[src/sv/pfa_pkg.sv]
// shared types and constants for the page frame allocator
// no dependencies; imported by every module of the block
`default_nettype none

package pfa_pkg;

  // fixed field widths
  localparam int FRAME_W  = 10;
  localparam int COUNT_W  = 11;
  localparam int KIND_W   = 2;
  localparam int STATUS_W = 2;
  localparam int REG_W    = 11;

  localparam int DEF_FRAME_COUNT = 1024;

  // operation codes
  localparam logic [KIND_W-1:0] KIND_INIT  = 2'd0;
  localparam logic [KIND_W-1:0] KIND_ALLOC = 2'd1;
  localparam logic [KIND_W-1:0] KIND_FREE  = 2'd2;

  // status codes
  localparam logic [STATUS_W-1:0] ST_OK         = 2'd0;
  localparam logic [STATUS_W-1:0] ST_EMPTY      = 2'd1;
  localparam logic [STATUS_W-1:0] ST_NOT_IN_USE = 2'd2;

  // configuration register indexes
  localparam logic CFG_RESERVED_FIRST = 1'b0;
  localparam logic CFG_RESERVED_END   = 1'b1;

  typedef struct packed {
    logic [KIND_W-1:0]  kind;
    logic [FRAME_W-1:0] frame;
  } in_item_t;

  typedef struct packed {
    logic [STATUS_W-1:0] status;
    logic [FRAME_W-1:0]  granted_frame;
    logic [COUNT_W-1:0]  free_count;
  } out_item_t;

  // free ring control for one cycle
  typedef struct packed {
    logic clear;
    logic push;
    logic pop;
  } ring_ctl_t;

  // in-use map control for one cycle
  typedef struct packed {
    logic rd_en;
    logic wr_en;
    logic wr_bit;
    logic load_done;
  } map_ctl_t;

endpackage

`default_nettype wire

[src/sv/pfa_use_map.sv]
// frame in-use bitmap in a one-port-write, one-port-read memory
// depends on pfa_pkg; reads as all clear until the first init walk completes
`default_nettype none

module pfa_use_map import pfa_pkg::*; #(
  parameter int FRAME_COUNT = DEF_FRAME_COUNT
) (
  input  logic                           clk,
  input  logic                           rst,
  input  map_ctl_t                       ctl,
  input  logic [$clog2(FRAME_COUNT)-1:0] rd_addr,
  input  logic [$clog2(FRAME_COUNT)-1:0] wr_addr,
  output logic                           rd_bit
);

  logic mem [FRAME_COUNT];
  logic rd_q;
  logic rd_loaded;
  logic loaded;

  // memory access
  always_ff @(posedge clk) begin
    if (ctl.wr_en) begin
      mem[wr_addr] <= ctl.wr_bit;
    end
    if (ctl.rd_en) begin
      rd_q      <= mem[rd_addr];
      rd_loaded <= loaded;
    end
  end

  // epoch flag: contents count only after a full init walk
  always_ff @(posedge clk) begin
    if (rst) begin
      loaded <= 1'b0;
    end else if (ctl.load_done) begin
      loaded <= 1'b1;
    end
  end

  assign rd_bit = rd_q & rd_loaded;

endmodule

`default_nettype wire

[config.mk]
export PLATFORM = sky130hd
export DESIGN_NAME = pfa_use_map
export DESIGN_NICKNAME = d
export VERILOG_FILES = /design/src/sv/pfa_pkg.sv /design/src/sv/pfa_use_map.sv
export SDC_FILE = /design/constraint.sdc
export NUM_CORES = 1
export LEC_CHECK = 0
export BUFFER_PORTS_ARGS = -buffer_cell sky130_fd_sc_hd__clkbuf_2
export CELL_PAD_IN_SITES_DETAIL_PLACEMENT = 2
export CELL_PAD_IN_SITES_GLOBAL_PLACEMENT = 2
export CORE_ASPECT_RATIO = 1.25
export CORE_MARGIN = 2
export CORE_UTILIZATION = 40
export CTS_CLUSTER_SIZE = 10
export DETAILED_ROUTE_END_ITERATION = 12
export GPL_TIMING_DRIVEN = 0
export PLACE_DENSITY_LB_ADDON = 0.1
export SLEW_MARGIN = 15
export SYNTH_ARGS = -nofsm -noshare
export SYNTH_HDL_FRONTEND = slang
export SYNTH_SLANG_ARGS = --single-unit
[constraint.sdc]
create_clock -name clk -period 5 [get_ports clk]
set_input_delay 0.5 -clock clk [delete_from_list [all_inputs] [get_ports clk]]
set_output_delay 0.5 -clock clk [all_outputs]
set_load 0.05 [all_outputs]
==> results of run 1 <==
==> synthesized netlist by cell type (all sizes together), types with 3 or more instances <==
cell | n | share of area, %
nand2b | 6 | 0.084
a21oi | 46 | 0.52
and3 | 4 | 0.056
nor3b | 7 | 0.12
inv | 6 | 0.050
buf | 109 | 1.6
o21ai | 21 | 0.24
o22ai | 22 | 0.31
nand3 | 42 | 0.47
mux2i | 105 | 2.4
a221oi | 6 | 0.13
edfxtp | 1026 | 69
nand2 | 88 | 0.74
a22oi | 27 | 0.45
mux2 | 8 | 0.20
o211ai | 4 | 0.067
nor2b | 13 | 0.18
nor2 | 1045 | 8.8
o32ai | 5 | 0.098
a2111oi | 3 | 0.059
nor3 | 23 | 0.26
or2 | 3 | 0.042
mux4 | 217 | 11
nand4 | 5 | 0.070
and2 | 3 | 0.042
a211oi | 3 | 0.050
o221ai | 42 | 0.82
nor4 | 6 | 0.084
and3b | 3 | 0.059
clkbuf | 193 | 1.6
a22o | 6 | 0.12
o2111ai | 3 | 0.059
==> worst max-delay path, stage by stage <==
cell and delay, ps:
clkbuf_2 100, buf_4 200, buf_4 250, nand2_1 320, clkdlybuf4s15_1 960, clkbuf_1 930, o221ai_1 340, o22ai_1 300
nor3_2 150, o32ai_1 350, nor4_1 120, a22oi_1 370, o2111ai_1 470
==> how the worst min path moves through the flow <==
| stage | startpoint | to | slack, ps | cells past startpoint |
|---|---|---|---|---|
| 2_1_floorplan | loaded | rd_loaded | 410 | 0 |
| 3_3_place_gp | loaded | rd_loaded | 420 | 0 |
| 3_5_place_dp | loaded | rd_loaded | 440 | 0 |
| 4_1_cts | wr_addr[6] | mem[795] | 440 | 4 |
| 5_1_grt | loaded | rd_loaded | 460 | 0 |
| 6_report | loaded | rd_loaded | 450 | 0 |
==> where the power goes <==
part           total (mW)  internal [mW]  switching [mW]  leakage (nW)
clock network        7.73           4.28            3.45          1.55
logic                1.25          0.336           0.913          4.04
registers            9.48           9.48         0.00211          9.23
total                18.5           14.1            4.37          14.8
==> stage by stage <==
step | hold slack, ps | power [mW] | setup TNS [ps]
5_1_grt | 456 | 18.8 | 0
6_report | 449 | 18.5 | -88.9
3_3_place_gp | 416 | 11.0 | -9326630
4_1_cts | 438 | 18.5 | 0
2_1_floorplan | 409 | 10.2 | 0
3_5_place_dp | 440 | 10.9 | -716
==> sequential cells by signal, summed over array words and instances (netlist names) <==
register	flops
loaded	1
rd_q	1
rd_loaded	1
mem	1024
==> metal layers <==
metal / GRT usage, % / part of all wire (%)
met1: 41.3 / 38
met5: 0 / 0.0058
met3: 4.75 / 6.5
met4: 20.0 / 6.7
met2: 55.4 / 49
==> cell type report <==
type	instances	share of cell area [%]
flip-flops and latches	1027	61.5
multi-input cells	1781	24.7
clock buffers	154	6.16
well taps	1459	3.64
plain buffers	302	2.94
repair buffers	38	0.791
clock inverters	8	0.212
inverters	6	0.0449
==> kinds of logic (layout without fill, tap and decap cells) <==
group | after synthesis | in the layout | share of synthesized area (%)
buffers and inverters | 308 | 508 | 3.25
muxes | 330 | 330 | 13.5
DFF | 1027 | 1027 | 69.0
AOI/OAI and AO/OA | 195 | 195 | 3.03
and+or+nand+nor | 1256 | 1256 | 11.1
==> what timing repair did <==
action / 4_1_cts / 5_1_grt
buffers inserted: 0 / 0
hold endpoints to repair: 3 / 0
hold buffers: 3 / 0
gates resized for setup: 0 / 3
setup endpoints to repair: 0 / 1
==> reports/qor.yml, run 1 <==
outcome: "complete, but fails checks"
violations: "setup timing"
first_pass_iters: 7
finalHoldViolations: 0
coreArea_mm2: 0.111
r2r_cells: 7
ff2ff_setup_slack_ps: 1270
reg2reg_from: "mem[919]"
wirelength_um: 189000
worst_r2r_endpoint: "rd_q"
grt-ovfl-total: 0
antenna_cells: 0
htree_num_levels: 3
utilization_pct: 45.1
syn_area_mm2: 0.0447
numCtsBuffers: 116
fp-row-count: 137
die_h_um: 378
num_vias: 29600
startpoint_type: "input port"
post-place-ws_ps: -716
vdd_drop_max_mv: 0.323
cp.arrival_ps: 5390
ios: 27
cts.sinks: 1027
synth_cell_type_count: 53
numPlacedInstances: 4610
portBuffers: 24
slew_headroom_pct: 1.58
fin_crit_ps: 5090
grt_pass1_vias: 31400
ys_ff_latch: 1027
async_reset_ff_share_pct: 0
grt_use_total_pct: 33.3
yosys_warnings: 0
hold_class: "flip-flop to flip-flop"
wl_per_cell_um: 39.6
stdcell_count: 4775
layout_common_cells: "nor2_1 (1044), edfxtp_1 (1026), mux4_2 (211), clkbuf_1 (202), clkbuf_16 (118)"
fmax_ghz: 0.197
place_hpwl_um: 126000
die_w_um: 303
ys_seq_area_share_pct: 69.0
path_max_fanout: 10
crit_path_start: "rd_addr[1]"
min_period_over_period_pct: 102
setup_ws_ps: -88.9
syn_area_per_cell_um2: 14.3
ant_nets: 0
max_slew.worst_pin.slew_ps: 1480
drc_errors: 0
die-area_mm2: 0.114
placed_area_mm2: 0.0469
drtIter0Drc: 3491
grt_pass1_wl_um: 256000
syn_inst: 3116
antenna_found_initial: 6
crit_type: "input port to flip-flop"
viasPerCell: 6.20
cts.path.max_buffers: 3
endpoint: "rd_q"
critPathCaptureType: "flip-flop"
clk_latency_ps: 740
syn-num-nets: 3142
rsz0062_at_grt: "false"
grt_max_degree: 148
crit_required_ps: 5310
nNetsFinal: 3298
mostFrequentLayoutCell: "nor2_1"
yosys_most_used_dff: "edfxtp_1"
finClkSkew_ps: 21.0
finalSetupViolations: 1
pwr_density_cell_mw_per_mm2: 368
n_fill_cell: 10600
fin_area_mm2: 0.0501
area_delta_synth_final_pct: 12.3
synth-edff-count: 1026
initial_core_util_pct: 40.1
clockRootBuffer: "clkbuf_16"
multi_input_area_mm2: 0.0124
cts_tree: "built"
p_leak_nw: 14.8
cap_violations: 0
regArea_mm2: 0.0308
gp_congestion: 0.942
clk_pin_slew_worst_paths_ps: 50
timing.final.max_slew_violations: 0
drive_above_1_share_pct: 14.4
No activity file was read; power rests on OpenSTA's default activity.
==> run 2, diff against run 1 <==
CORE_UTILIZATION = 35   (was 40)
==> run 2 against run 1 <==
Net effect:
- total power shrank 0.49%
- clock-buffer cell count is 12 lower
- clock skew rose by 4.4 ps
- die area rose by 14%
- setup slack better by 150 ps
- clock power decreased by 1%
- largest power group unchanged
- critical path type unchanged
- routed wire length is 0.81% higher
- fmax rose by 3.0%
- global-route usage decreased by 3.9 points
- the run now ends clean
- largest cell class unchanged
==> reports/qor.yml, run 2 (same netlist as run 1, synthesis figures left out) <==
fmax_ghz: 0.202
nNetsFinal: 3296
ios: 27
grt_pass1_vias: 31100
finalHoldViolations: 0
use_met1_pct: 36.8
drc_errors: 0
viasPerCell: 5.82
postCtsSetupRepairBufs: 0
path_max_fanout: 10
portBuffers: 24
area_delta_synth_final_pct: 12.7
min_period_over_period_pct: 98.8
htree_num_levels: 3
place_hpwl_um: 127000
pwr_density_cell_mw_per_mm2: 365
p_leak_nw: 14.8
grt_use_total_pct: 29.4
die_w_um: 323
clk_pin_slew_worst_paths_ps: 50
grt_pass1_wl_um: 258000
wl_per_cell_um: 38.0
timing.final.max_slew_violations: 0
cts_tree: "built"
clk_latency_ps: 750
finalSetupViolations: 0
regMostFlops: "mem"
antenna_cells: 0
use_met2_pct: 50.2
mostFrequentLayoutCell: "nor2_1"
largest_register_ffs: 1024
grt-busiest-layer: "met2"
outcome: "completed"
wirelength_um: 190000
die-area_mm2: 0.130
finClkSkew_ps: 25.4
crit_type: "input port to flip-flop"
fp-row-count: 146
slew_headroom_pct: 10.9
hold_class: "flip-flop to flip-flop"
cap_violations: 0
crit_required_ps: 5340
critPathCaptureType: "flip-flop"
drtIter0Drc: 3526
grt_max_degree: 161
vdd_drop_max_mv: 0.294
met3_usage_pct: 3.53
grt-ovfl-total: 0
cts.path.max_buffers: 3
die_h_um: 403
startpoint_type: "input port"
first_pass_iters: 6
fin_area_mm2: 0.0503
numCtsBuffers: 116
clockRootBuffer: "clkbuf_16"
cts.sinks: 1027
coreArea_mm2: 0.127
cp.arrival_ps: 5280
rsz0062_at_grt: "false"
drive_above_1_share_pct: 14.4
layout_common_cells: "nor2_1 (1044), edfxtp_1 (1026), mux4_2 (211), clkbuf_1 (185), clkbuf_16 (117)"
placed_area_mm2: 0.0472
num_vias: 29100
initial_core_util_pct: 35.3
antenna_found_initial: 9
max_slew.worst_pin.slew_ps: 1340
setup_tns_ps: 0
gp_congestion: 0.921
fin_crit_ps: 4940
ant_nets: 0
## run 2: worst paths after layout
check / to / slack [ps] / start / cells after the start
setup / recovery: rd_q / 60 / rd_addr[1] / 13
hold / removal: rd_loaded / 440 / loaded / 0
setup reg to reg: rd_q / 1260 / mem[916] / 7
hold reg to reg: rd_loaded / 440 / loaded / 0
## run 2: area by class of cell
type | instances | area [um^2]
multi-input cells | 1781 | 12400
flip-flops and latches | 1027 | 30800
fillers | 12500 | 76300
clock inverters | 12 | 90.1
repair buffers | 36 | 374
clock buffers | 142 | 3020
well taps | 1702 | 2130
plain buffers | 302 | 1470
inverters | 6 | 22.5
## run 2: critical path, stage by stage
cell and delay, ps:
clkbuf_2 110, buf_4 260, buf_4 340, buf_2 440
buf_2 780, buf_2 740, mux4_2 410, a22oi_1 190
a21oi_1 110, a21oi_1 190, nand3_1 190, a22oi_1 500
o2111ai_1 430
## run 2: routing by layer
layer / vias up / share of wire, %
li1: 11800 / -
met1: 15900 / 39
met2: 1086 / 50
met3: 357 / 5.3
met4: 6 / 5.7
met5: - / 0.022
## run 2: where the power goes
part | internal (mW) | switching, mW
logic | 0.335 | 0.913
registers | 9.48 | 0.00195
clock network | 4.17 | 3.47
## run 2: through the flow
| stage | worst slack (ps) | hold slack (ps) | util, % | std cells | total power [mW] |
|---|---|---|---|---|---|
| CTS | 125 | 425 | 39.7 | 5007 | 18.5 |
| global placement | -9380 | 417 | 37.1 | 4842 | 11.0 |
| global route | 94.0 | 457 | 39.8 | 5008 | 18.8 |
| detailed placement | -658 | 430 | 37.3 | 4850 | 10.9 |
| floorplan | 2160 | 409 | - | 3116 | 10.2 |
| finish | 61.1 | 445 | 39.8 | 5008 | 18.4 |
## run 2: what timing repair did
item	4_1_cts	5_1_grt
hold endpoints to repair	3	0
hold buffers	3	0
setup endpoints to repair	0	0
gates resized for setup	0	0
